File: config.mk
export PLATFORM = sky130hd
export DESIGN_NAME = multichannel_range_lowpass_top
export DESIGN_NICKNAME = d
export VERILOG_FILES = /design/src/design/mrl_pkg.sv /design/src/design/mrl_cfg.sv /design/src/design/mrl_ctrl.sv /design/src/design/mrl_dp.sv /design/src/design/multichannel_range_lowpass_top.sv
export SDC_FILE = /design/constraint.sdc
export NUM_CORES = 2
export LEC_CHECK = 0
export ABC_AREA = 1
export BUFFER_PORTS_ARGS = -buffer_cell sky130_fd_sc_hd__clkbuf_2
export CAP_MARGIN = 10
export CORE_MARGIN = 2
export CORE_UTILIZATION = 50
export CTS_CLUSTER_DIAMETER = 60
export CTS_CLUSTER_SIZE = 14
export DETAILED_ROUTE_END_ITERATION = 12
export PLACE_DENSITY = 0.76
export SYNTH_ARGS = -nofsm -noshare
export SYNTH_HDL_FRONTEND = slang
export SYNTH_SLANG_ARGS = --single-unit
File: constraint.sdc
create_clock -name clk -period 7.43 [get_ports clk]
set_input_delay 1.486 -clock clk [delete_from_list [all_inputs] [get_ports clk]]
set_output_delay 1.486 -clock clk [all_outputs]
set_load 0.02 [all_outputs]
File: src/design/mrl_pkg.sv
// Package for the multichannel range low-pass filter.
// Types, command and status structs and fixed constants; no dependencies.
package mrl_pkg;

  // Field widths fixed by the item formats
  localparam int unsigned CH_W      = 3;
  localparam int unsigned SAMPLE_W  = 12;
  localparam int unsigned U_W       = 9;   // sample >> 3
  localparam int unsigned COEFF_W   = 16;
  localparam int unsigned MASK_W    = 8;
  localparam int unsigned STATE_W   = 32;
  localparam int unsigned INCH_W    = 19;
  localparam int unsigned CM_W      = 21;
  localparam int unsigned OPA_W     = 32;
  localparam int unsigned OPB_W     = 17;
  localparam int unsigned PROD_W    = OPA_W + OPB_W;
  localparam int unsigned CFG_IDX_W = 3;
  localparam int unsigned IN_DATA_W  = 16;
  localparam int unsigned OUT_DATA_W = 48;

  // 2.54 in Q.14
  localparam logic signed [OPB_W-1:0] CM_PER_INCH_Q14 = 17'sd41615;

  // Configuration register indexes
  typedef enum logic [CFG_IDX_W-1:0] {
    IDX_COEFF_A     = 3'd0,
    IDX_COEFF_B     = 3'd1,
    IDX_COEFF_C     = 3'd2,
    IDX_COEFF_D     = 3'd3,
    IDX_ACTIVE_MASK = 3'd4
  } cfg_idx_t;

  typedef struct packed {
    logic signed [COEFF_W-1:0] a;
    logic signed [COEFF_W-1:0] b;
    logic signed [COEFF_W-1:0] c;
    logic signed [COEFF_W-1:0] d;
    logic        [MASK_W-1:0]  mask;
  } coeff_t;

  typedef enum logic [2:0] {
    ST_IDLE,
    ST_CX,
    ST_DU,
    ST_AX,
    ST_BU,
    ST_CM,
    ST_DONE
  } ctrl_state_t;

  // Multiplier operand pair
  typedef enum logic [2:0] {
    MUL_NONE,
    MUL_CX,
    MUL_DU,
    MUL_AX,
    MUL_BU,
    MUL_CM
  } mul_sel_t;

  typedef enum logic [1:0] {
    ACC_HOLD,
    ACC_LOAD,
    ACC_ADD_SH
  } acc_op_t;

  typedef struct packed {
    logic     in_load;   // latch channel and sample
    mul_sel_t mul_sel;
    acc_op_t  acc_op;
    logic     y_load;    // capture rounded output y
    logic     res_load;  // write state back, load output register
  } cmd_t;

  typedef struct packed {
    logic in_enabled;    // channel in range and enabled
    logic out_free;      // output register can take a result
  } status_t;

endpackage

File: src/design/mrl_cfg.sv
// Configuration registers: filter coefficients and channel enable mask.
// Depends on mrl_pkg.
module mrl_cfg (
  input  logic                           clk,
  input  logic                           rst_n,
  input  logic                           cfg_we,
  input  logic [mrl_pkg::CFG_IDX_W-1:0]  cfg_index,
  input  logic [mrl_pkg::COEFF_W-1:0]    cfg_wdata,
  output mrl_pkg::coeff_t                coeff
);

  mrl_pkg::coeff_t coeff_r;

  always_ff @(posedge clk) begin
    if (!rst_n) begin
      coeff_r.a    <= 16'sd1863;
      coeff_r.b    <= 16'sd11510;
      coeff_r.c    <= 16'sd10360;
      coeff_r.d    <= 16'sd8172;
      coeff_r.mask <= '0;
    end else if (cfg_we) begin
      case (cfg_index)
        mrl_pkg::IDX_COEFF_A:     coeff_r.a    <= cfg_wdata;
        mrl_pkg::IDX_COEFF_B:     coeff_r.b    <= cfg_wdata;
        mrl_pkg::IDX_COEFF_C:     coeff_r.c    <= cfg_wdata;
        mrl_pkg::IDX_COEFF_D:     coeff_r.d    <= cfg_wdata;
        mrl_pkg::IDX_ACTIVE_MASK: coeff_r.mask <= cfg_wdata[mrl_pkg::MASK_W-1:0];
        default: ;
      endcase
    end
  end

  assign coeff = coeff_r;

endmodule

File: src/design/mrl_ctrl.sv
// Sequencer for the shared multiplier: one product per cycle, then write-back.
// Depends on mrl_pkg.
module mrl_ctrl (
  input  logic              clk,
  input  logic              rst_n,
  input  logic              in_tvalid,
  output logic              in_tready,
  input  mrl_pkg::status_t  st,
  output mrl_pkg::cmd_t     cmd
);

  mrl_pkg::ctrl_state_t state_r, state_nxt;

  always_ff @(posedge clk) begin
    if (!rst_n) begin
      state_r <= mrl_pkg::ST_IDLE;
    end else begin
      state_r <= state_nxt;
    end
  end

  always_comb begin
    state_nxt = state_r;
    case (state_r)
      mrl_pkg::ST_IDLE: begin
        if (in_tvalid && st.in_enabled) state_nxt = mrl_pkg::ST_CX;
      end
      mrl_pkg::ST_CX:   state_nxt = mrl_pkg::ST_DU;
      mrl_pkg::ST_DU:   state_nxt = mrl_pkg::ST_AX;
      mrl_pkg::ST_AX:   state_nxt = mrl_pkg::ST_BU;
      mrl_pkg::ST_BU:   state_nxt = mrl_pkg::ST_CM;
      mrl_pkg::ST_CM:   state_nxt = mrl_pkg::ST_DONE;
      mrl_pkg::ST_DONE: begin
        if (st.out_free) state_nxt = mrl_pkg::ST_IDLE;
      end
      default:          state_nxt = mrl_pkg::ST_IDLE;
    endcase
  end

  always_comb begin
    in_tready    = 1'b0;
    cmd.in_load  = 1'b0;
    cmd.mul_sel  = mrl_pkg::MUL_NONE;
    cmd.acc_op   = mrl_pkg::ACC_HOLD;
    cmd.y_load   = 1'b0;
    cmd.res_load = 1'b0;
    case (state_r)
      mrl_pkg::ST_IDLE: begin
        in_tready   = 1'b1;
        cmd.in_load = in_tvalid;
      end
      mrl_pkg::ST_CX: cmd.mul_sel = mrl_pkg::MUL_CX;
      mrl_pkg::ST_DU: begin
        cmd.mul_sel = mrl_pkg::MUL_DU;
        cmd.acc_op  = mrl_pkg::ACC_LOAD;
      end
      mrl_pkg::ST_AX: begin
        cmd.mul_sel = mrl_pkg::MUL_AX;
        cmd.acc_op  = mrl_pkg::ACC_ADD_SH;
      end
      mrl_pkg::ST_BU: begin
        cmd.mul_sel = mrl_pkg::MUL_BU;
        cmd.acc_op  = mrl_pkg::ACC_LOAD;
        cmd.y_load  = 1'b1;
      end
      mrl_pkg::ST_CM: begin
        cmd.mul_sel = mrl_pkg::MUL_CM;
        cmd.acc_op  = mrl_pkg::ACC_ADD_SH;
      end
      mrl_pkg::ST_DONE: cmd.res_load = st.out_free;
      default: ;
    endcase
  end

endmodule

File: src/design/mrl_dp.sv
// Datapath: channel state store, shared 32x17 multiplier, accumulator,
// rounding and saturation, output register. Depends on mrl_pkg.
module mrl_dp #(
  parameter int unsigned NUM_SENSORS = 8
) (
  input  logic                            clk,
  input  logic                            rst_n,
  input  mrl_pkg::coeff_t                 coeff,
  input  mrl_pkg::cmd_t                   cmd,
  output mrl_pkg::status_t                st,
  input  logic [mrl_pkg::IN_DATA_W-1:0]   in_tdata,
  output logic                            out_tvalid,
  input  logic                            out_tready,
  output logic [mrl_pkg::OUT_DATA_W-1:0]  out_tdata
);

  localparam int unsigned IDX_W = (NUM_SENSORS > 1) ? $clog2(NUM_SENSORS) : 1;

  logic signed [mrl_pkg::STATE_W-1:0] state_r [NUM_SENSORS];
  logic [mrl_pkg::CH_W-1:0]           ch_r;
  logic [mrl_pkg::U_W-1:0]            u_r;
  logic signed [mrl_pkg::STATE_W-1:0] y14_r;
  logic signed [mrl_pkg::PROD_W-1:0]  prod_r, prod_nxt;
  logic signed [mrl_pkg::PROD_W-1:0]  acc_r;
  logic signed [mrl_pkg::OPA_W-1:0]   op_a;
  logic signed [mrl_pkg::OPB_W-1:0]   op_b;
  logic signed [mrl_pkg::STATE_W-1:0] x_cur;
  logic signed [mrl_pkg::OPA_W-1:0]   u_ext;
  logic [mrl_pkg::CH_W-1:0]           in_ch;
  logic [IDX_W-1:0]                   idx;

  // rounding and saturation
  logic signed [mrl_pkg::PROD_W-1:0]  acc_rnd, acc_sh;
  logic signed [mrl_pkg::STATE_W-1:0] q14_sat;
  logic signed [32:0]                 inch_rnd, inch_sh;
  logic signed [mrl_pkg::INCH_W-1:0]  inch_sat;
  logic signed [mrl_pkg::PROD_W-1:0]  cm_rnd, cm_sh;
  logic signed [mrl_pkg::CM_W-1:0]    cm_sat;

  logic                               out_valid_r;
  logic [mrl_pkg::CH_W-1:0]           out_ch_r;
  logic signed [mrl_pkg::INCH_W-1:0]  out_inch_r;
  logic signed [mrl_pkg::CM_W-1:0]    out_cm_r;

  assign in_ch = in_tdata[mrl_pkg::CH_W-1:0];
  assign idx   = ch_r[IDX_W-1:0];
  assign x_cur = state_r[idx];
  assign u_ext = $signed({{(mrl_pkg::OPA_W-mrl_pkg::U_W){1'b0}}, u_r});

  assign st.in_enabled = (32'(in_ch) < NUM_SENSORS) && coeff.mask[in_ch];
  assign st.out_free   = !out_valid_r || out_tready;

  // input latch
  always_ff @(posedge clk) begin
    if (cmd.in_load) begin
      ch_r <= in_ch;
      u_r  <= in_tdata[mrl_pkg::CH_W+mrl_pkg::SAMPLE_W-1:mrl_pkg::CH_W+3];
    end
  end

  // operand selection for the shared multiplier
  always_comb begin
    op_a = x_cur;
    op_b = 17'(coeff.c);
    case (cmd.mul_sel)
      mrl_pkg::MUL_CX: begin op_a = x_cur; op_b = 17'(coeff.c); end
      mrl_pkg::MUL_DU: begin op_a = u_ext; op_b = 17'(coeff.d); end
      mrl_pkg::MUL_AX: begin op_a = x_cur; op_b = 17'(coeff.a); end
      mrl_pkg::MUL_BU: begin op_a = u_ext; op_b = 17'(coeff.b); end
      mrl_pkg::MUL_CM: begin op_a = y14_r; op_b = mrl_pkg::CM_PER_INCH_Q14; end
      default: ;
    endcase
    prod_nxt = op_a * op_b;
  end

  always_ff @(posedge clk) begin
    if (cmd.mul_sel != mrl_pkg::MUL_NONE) prod_r <= prod_nxt;
    case (cmd.acc_op)
      mrl_pkg::ACC_LOAD:   acc_r <= prod_r;
      mrl_pkg::ACC_ADD_SH: acc_r <= acc_r + (prod_r <<< 14);
      default: ;
    endcase
    if (cmd.y_load) y14_r <= q14_sat;
  end

  // Q.28 accumulator to Q.14, round half up, saturate to 32 bits
  always_comb begin
    acc_rnd = acc_r + 49'sd8192;
    acc_sh  = acc_rnd >>> 14;
    if (acc_sh > 49'sd2147483647)       q14_sat = 32'sh7FFFFFFF;
    else if (acc_sh < -49'sd2147483648) q14_sat = 32'sh80000000;
    else                                q14_sat = acc_sh[mrl_pkg::STATE_W-1:0];
  end

  // inches: Q.14 to Q.8
  always_comb begin
    inch_rnd = 33'(y14_r) + 33'sd32;
    inch_sh  = inch_rnd >>> 6;
    if (inch_sh > 33'sd262143)       inch_sat = 19'sh3FFFF;
    else if (inch_sh < -33'sd262144) inch_sat = 19'sh40000;
    else                             inch_sat = inch_sh[mrl_pkg::INCH_W-1:0];
  end

  // centimetres: Q.28 product to Q.8
  always_comb begin
    cm_rnd = prod_r + 49'sd524288;
    cm_sh  = cm_rnd >>> 20;
    if (cm_sh > 49'sd1048575)       cm_sat = 21'sh0FFFFF;
    else if (cm_sh < -49'sd1048576) cm_sat = 21'sh100000;
    else                            cm_sat = cm_sh[mrl_pkg::CM_W-1:0];
  end

  // per-channel state
  always_ff @(posedge clk) begin
    if (!rst_n) begin
      for (int k = 0; k < NUM_SENSORS; k++) state_r[k] <= '0;
    end else if (cmd.res_load) begin
      state_r[idx] <= q14_sat;
    end
  end

  // output register
  always_ff @(posedge clk) begin
    if (!rst_n) begin
      out_valid_r <= 1'b0;
    end else if (cmd.res_load) begin
      out_valid_r <= 1'b1;
    end else if (out_tready) begin
      out_valid_r <= 1'b0;
    end
  end

  always_ff @(posedge clk) begin
    if (cmd.res_load) begin
      out_ch_r   <= ch_r;
      out_inch_r <= inch_sat;
      out_cm_r   <= cm_sat;
    end
  end

  assign out_tvalid = out_valid_r;
  assign out_tdata  = {5'b0, out_cm_r, out_inch_r, out_ch_r};

endmodule

File: src/design/multichannel_range_lowpass_top.sv
// Multichannel range low-pass filter, top level. The single shared 32x17
// multiplier does five products in turn, so a new item is taken only after
// the last one's result is loaded into the output register. A disabled
// channel's item is taken with no result.
// rst_n is synchronous, active low: coefficients return to their defaults,
// the mask and all channel states clear, and the output register empties.
module multichannel_range_lowpass_top #(
  parameter int unsigned NUM_SENSORS = 8
) (
  input  logic                            clk,
  input  logic                            rst_n,
  // input stream
  input  logic                            in_tvalid,
  output logic                            in_tready,
  input  logic [mrl_pkg::IN_DATA_W-1:0]   in_tdata,   // channel[2:0], sample[14:3], pad
  // result stream
  output logic                            out_tvalid,
  input  logic                            out_tready,
  output logic [mrl_pkg::OUT_DATA_W-1:0]  out_tdata,  // out_channel[2:0],
                                                      // range_inches[21:3],
                                                      // range_cm[42:22], pad
  // configuration writes
  input  logic                            cfg_we,
  input  logic [mrl_pkg::CFG_IDX_W-1:0]   cfg_index,
  input  logic [mrl_pkg::COEFF_W-1:0]     cfg_wdata
);

  mrl_pkg::coeff_t  coeff;
  mrl_pkg::cmd_t    cmd;
  mrl_pkg::status_t st;

  // Coefficients A..D (Q2.14) and the channel enable mask
  mrl_cfg u_cfg (
    .clk       (clk),
    .rst_n     (rst_n),
    .cfg_we    (cfg_we),
    .cfg_index (cfg_index),
    .cfg_wdata (cfg_wdata),
    .coeff     (coeff)
  );

  // Sequencer: IDLE takes a transfer; an enabled item then runs C*x, D*u,
  // A*x, B*u and y*2.54 on the multiplier, one per cycle, and finishes by
  // writing the new state and loading the output register. It waits in the
  // last step while a previous result has not been taken.
  mrl_ctrl u_ctrl (
    .clk       (clk),
    .rst_n     (rst_n),
    .in_tvalid (in_tvalid),
    .in_tready (in_tready),
    .st        (st),
    .cmd       (cmd)
  );

  // Datapath: y = C*x + D*u and x' = A*x + B*u accumulated in Q.28, each
  // rounded half up to Q.14 and saturated; outputs in Q.8, saturated.
  mrl_dp #(
    .NUM_SENSORS (NUM_SENSORS)
  ) u_dp (
    .clk        (clk),
    .rst_n      (rst_n),
    .coeff      (coeff),
    .cmd        (cmd),
    .st         (st),
    .in_tdata   (in_tdata),
    .out_tvalid (out_tvalid),
    .out_tready (out_tready),
    .out_tdata  (out_tdata)
  );

endmodule
Word level (Yosys, flattened, before mapping)
Memory sizes are Yosys's and may differ from the RTL's. A register that Yosys moved wholly into a read port is not among the register bits.
Index checks and enable logic that the tools add are counted.
W data, S select, Z words.
- add/subtract/negate cells: 4
- $mul: 1
- magnitude comparators: 7
- equality and inequality tests: 18
- multiplexer cells: 28
- reduce and logical (&&, ||, !) cells: 18
- operator list (kind ; number):
    $pmux W49 S2 ; 1
    $mux W32 ; 3
    $pmux W17 S4 ; 1
    $pmux W32 S2 ; 1
    $add A49 B15 Y49 const B ; 1
    $add A49 B21 Y49 const B ; 1
    $add A49 B49 Y49 ; 1
    $mul A32 B17 Y49 ; 1
    $gt A35 B32 Y1 const B ; 1
    $lt A35 B32 Y1 const B ; 1
    $add A32 B7 Y33 const B ; 1
    $reduce_or A32 Y1 ; 1
    $gt A29 B21 Y1 const B ; 1
    $lt A29 B21 Y1 const B ; 1
    $gt A27 B19 Y1 const B ; 1
    $lt A27 B19 Y1 const B ; 1
    $mux W21 ; 1
    $pmux W3 S7 ; 1
    $mux W19 ; 1
    $eq A3 B2 Y1 const B ; 6
    $eq A3 B3 Y1 const B ; 6
    $pmux W3 S5 ; 1
    $mux W1 ; 12
    $mux W3 ; 4
    15 further kinds ; 26
- bits in registers: 261
- bits in writable memories: 256
- bits of input ports: 40
- output and inout port bits: 50
- word-level logic and storage cells: 92
- memories kept: 1
- memories (memory ; depth ; width ; read ports ; clocked after memory_dff ; write ports ; RTL line ; text):
    u_dp.state_r ; 8 ; 32 ; 1 ; 1 ; 8 ; mrl_dp.sv:19 ; logic signed [mrl_pkg::STATE_W-1:0] state_r [NUM_SENSORS];

Logic depth before layout (Yosys ltp)
- depth in word-level cells: 8
- depth in mapped cells: 38
- mapped depth without buffers: 36

By module
Synthesis repeated with hierarchy kept, for this count alone.
- cell total of the unflattened synthesis: 5500
- area, all modules: 46957.5 um2
- modules (own cells, without submodules) (module ; instances ; cells each ; area each (um2) ; sequential area each (um2)):
    mrl_dp ; 1 ; 5075 ; 43913.4 ; 12932.4
    mrl_cfg ; 1 ; 385 ; 2802.7 ; 1441.4
    mrl_ctrl ; 1 ; 40 ; 241.5 ; 60.1

Worst setup path before layout
Ideal clock, no wire load.
- path type: flip-flop to flip-flop
- from: register u_ctrl.state_r[0]
- to: register u_dp.prod_r[47] (netlist bit) (data pin)
- setup time: 253 ps
- arrival time: 7249 ps
- data required time: 7177 ps
- slack: -72 ps
- cell stages (with the launch flop): 25
- buffers on the path: 1
- period minus slack after synthesis: 7502 ps
- cells stage by stage: dfxtp_1 > nor2_1 > nand2_1 > clkinv_1 > clkbuf_1 > a221oi_1 > nand2_1 > inv_1 > nor2_1 > fa_1 > fa_1 > inv_1 > fa_1 > fa_1 > fa_1 > fa_1 > inv_1 > ha_1 > nand2_1 > nor2_1 > inv_1 > nor4_1 > nand3_1 > nand4_1 > nand2_1
- word-level cells in the longest chain between the ends: 6
- elaborated cells between the ends (all ways): 14
- those cells by class: mul (1); eq/ne (9); mux (3); reduce/logical (1)
- ends and longest elaborated chain (item ; RTL line ; text):
    start: declaration ; mrl_ctrl.sv:12 ; mrl_pkg::ctrl_state_t state_r, state_nxt;
    start signal: assignment ; mrl_ctrl.sv:16 ; state_r <= mrl_pkg::ST_IDLE;
    start signal: assignment ; mrl_ctrl.sv:18 ; state_r <= state_nxt;
    $eq A3 B3 Y1, or another cell as far along ; mrl_ctrl.sv:47 ; case (state_r)
    $pmux W3 S5 (*) ; mrl_ctrl.sv:47 ;
    $eq A3 B2 Y1 / $eq A3 B3 Y1 (equally long branches) ; mrl_dp.sv:65 ; case (cmd.mul_sel)
    $reduce_or A2 Y1 (no source line) ; -- ;
    $pmux W32 S2 ; mrl_dp.sv:65 ;
    $mul A32 B17 Y49 (*) ; mrl_dp.sv:73 ; prod_nxt = op_a * op_b;
    named net u_dp.prod_nxt (one bit) ; mrl_dp.sv:23 ; logic signed [mrl_pkg::PROD_W-1:0] prod_r, prod_nxt;
    end signal: assignment ; mrl_dp.sv:77 ; if (cmd.mul_sel != mrl_pkg::MUL_NONE) prod_r <= prod_nxt;
    end: declaration ; mrl_dp.sv:23 ;
Mark *: on every way through the listed nets, which the timed path passes. The rest lies on a longest branch.
A chain may end at the register's enable or synchronous reset.

==> flow_metrics.tcl <==
set metrics [dict create \
    worstPathMaxFanout 39 \
    wl_per_cell_um 21.6 \
    clock_skew_ns 0.0430 \
    grt_pass1_wl_um 230000 \
    crit_top_cell "fa_1" \
    wl_met1_um 57100 \
    postCtsHoldBufs 0 \
    synth_top_area_share_pct 27.4 \
    cts_tree "yes" \
    cts_max_path_buffers 3 \
    yosys-top-cells-area "edfxtp_1, fa_1, nand2_1" \
    dp_hpwl_um 115000 \
    fp-row-count 112 \
    crit_type "flop to flop" \
    syn_area_per_cell_um2 8.64 \
    synthDistinctLibCells 52 \
    drcViolationCount 0 \
    ys.flop_type "edfxtp_1" \
    netlist_area_um2 46900 \
    die_x_um 310 \
    highest_layer "met5" \
    startpoint_type "flop" \
    routed_via_density 5.59 \
    fin_setup_tns_ns 0 \
    rsz0062_at_grt "yes" \
    hold_class "flop to flop" \
    pin_count 90 \
    drv_slew 0 \
    cp.arrival_ns 7.72 \
    gp_congestion 1.00 \
    hold_viol 0 \
    vias 39300 \
    slowest_delay_ns 0.59 \
    routed_wirelength_um 151000 \
    root_buffer "clkbuf_16" \
    drive_above_1_share_pct 16.9 \
    yosys-top-cells-count "nand2_1, inv_1, nor2_1" \
    gr-total-overflow 0 \
    max_freq_ghz 0.137 \
    ant_nets 0 \
    ys_seq_elements 507 \
    worst_setup_path_end_kind "flop" \
    finalSetupViolCount 0 \
    antenna_found_initial 10 \
    cts_max_level 2 \
    routed-wl-met3_um 17400 \
    synth.most_common_cell "nand2_1" \
    nFillCells 8080 \
    routed-wl-met2_um 67800 \
    relSlewSlack_pct 17.4 \
    portBuffers 80 \
    yosys_warnings 0 \
    die_h_um 310 \
    clk_pin_slew_ns 0.07 \
    drt-pass1-iter-count 6 \
    fin_crit_ns 7.29 \
    drt_iter0_drc 4121 \
    final_nets 6440 \
    cts_inserted_buffers 47 \
    start_util_pct 50.4 \
    cp_slowest_cell "fa_1" \
    whs_path_depth 2 \
    tightest_slew_ns 1.23 \
    first_global_vias 38900 \
    area_delta_synth_final_pct 13.6 \
    die-area_um2 96300 \
    status "finished clean" \
    synthCells 5430 \
    seq_area_frac_synth_pct 30.8 \
    grt_max_degree 93 \
    cp.required_ns 7.86 \
    cap_violations 0 \
    grt_util_all_layers_pct 31.8 \
    yosys.area.top_type "edfxtp_1" \
    coreArea_um2 93200 \
    async_flop_share_pct 0 \
    post-route-period-util_pct 98.1 \
    rr_worst_depth 29 \
    synth-edff-count 428 \
    clock_sinks 507 \
    insertion_delay_ns 0.64 \
]
-- logic make-up (layout without fill, tap and decap cells) --
logic type               after synthesis  after routing  share of synthesized area, %
flip-flops                           507            507                          30.8
other                                  1             10                       0.00799
adder cells (fa/ha/maj)              676            676                          26.4
AO/OA/AOI/OAI                        794            794                          11.3
AND/OR/NAND/NOR                     2170           2170                          19.5
buffers and inverters               1153           1479                          9.70
XOR/XNOR                             129            129                          2.41
-- layer usage --
layer / track usage [%] / up-vias
met4: 16.0 / 10
met1: 41.6 / 19000
met2: 49.3 / 2071
met3: 8.02 / 458
li1: - / 17700
met5: 0 / -
-- placed cells by master (no fill, tap or decap), drive strengths merged, types with 4 or more instances in the layout --
cell	n
dfxtp	79
a31oi	13
inv	937
a221oi	8
ha	154
o311ai	17
a21boi	6
fa	522
xnor2	41
diode	5
a21o	8
o21ai	176
edfxtp	428
nand3	149
a21oi	476
nor2	667
nand2	1244
clkbuf	153
conb	5
nor4	4
o21bai	12
o211ai	14
buf	364
a22oi	38
o221ai	8
clkinvlp	12
nand3b	8
nor3	53
or2	5
xor2	88
a32o	11
nand4	36
clkinv	12
-- critical path: cells and delay by family (launching register included) --
family,cells,cell delay (ns)
AOI/OAI and AO/OA,2,0.63
xor gates and xnor gates,1,0.21
adders and majority gates,7,3.51
and+or+nand+nor,9,1.11
DFF,1,0.40
buffers and inverters,10,1.19
-- path summary, 6_finish.rpt --
kind / end / from / slack, ns
worst max-delay path: u_dp.prod_r[43] / flop / 0.14
worst max register to register: u_dp.prod_r[43] / flop / 0.14
worst min register to register: u_cfg.coeff[29] / u_cfg.coeff[29] / 0.46
worst min-delay path: u_cfg.coeff[29] / u_cfg.coeff[29] / 0.46
-- metrics by stage --
step	cells	area (µm²)	hold WS [ns]	util [%]	setup slack, ns
5_1_grt	7014	53300	0.482	57.2	-0.0968
3_3_place_gp	6922	51200	0.438	54.9	-0.149
3_5_place_dp	6922	51200	0.443	54.9	-0.322
4_1_cts	7007	52600	0.457	56.5	0.00253
6_report	7019	53300	0.459	57.2	0.140
2_1_floorplan	5434	46900	0.429	-	0.338
-- final cells by class --
class | count | area [µm²] | share of cell area, %
multi-input combinational | 3774 | 28500 | 53.4
clock buffer | 72 | 1300 | 2.44
sequential | 507 | 14400 | 27.1
timing repair buffer | 445 | 3700 | 6.94
inverter | 949 | 3640 | 6.82
antenna | 5 | 12.5 | 0.0235
tap | 1254 | 1570 | 2.94
clock inverter | 13 | 175 | 0.329
-- timing repair --
item,4_1_cts,5_1_grt
buffers inserted,0,5
gates resized for setup,5,173
pin swaps,0,17
cloned,0,1
setup endpoints to repair,19,34
-- sequential cells by signal (all words and copies together) (netlist names), named ones only --
register         flops
u_dp.acc_r          36
u_dp.prod_r         49
u_dp.out_tvalid      1
u_dp.out_inch_r     19
u_ctrl.state_r       3
u_dp.y14_r          32
u_dp.out_cm_r       21
u_cfg.coeff         72
u_dp.u_r             9
u_dp.out_ch_r        3
u_dp.state_r       256
u_dp.ch_r            3
Power is not shown: default switching activity piles up to over one toggle a cycle in this logic, so the estimate is an artifact.
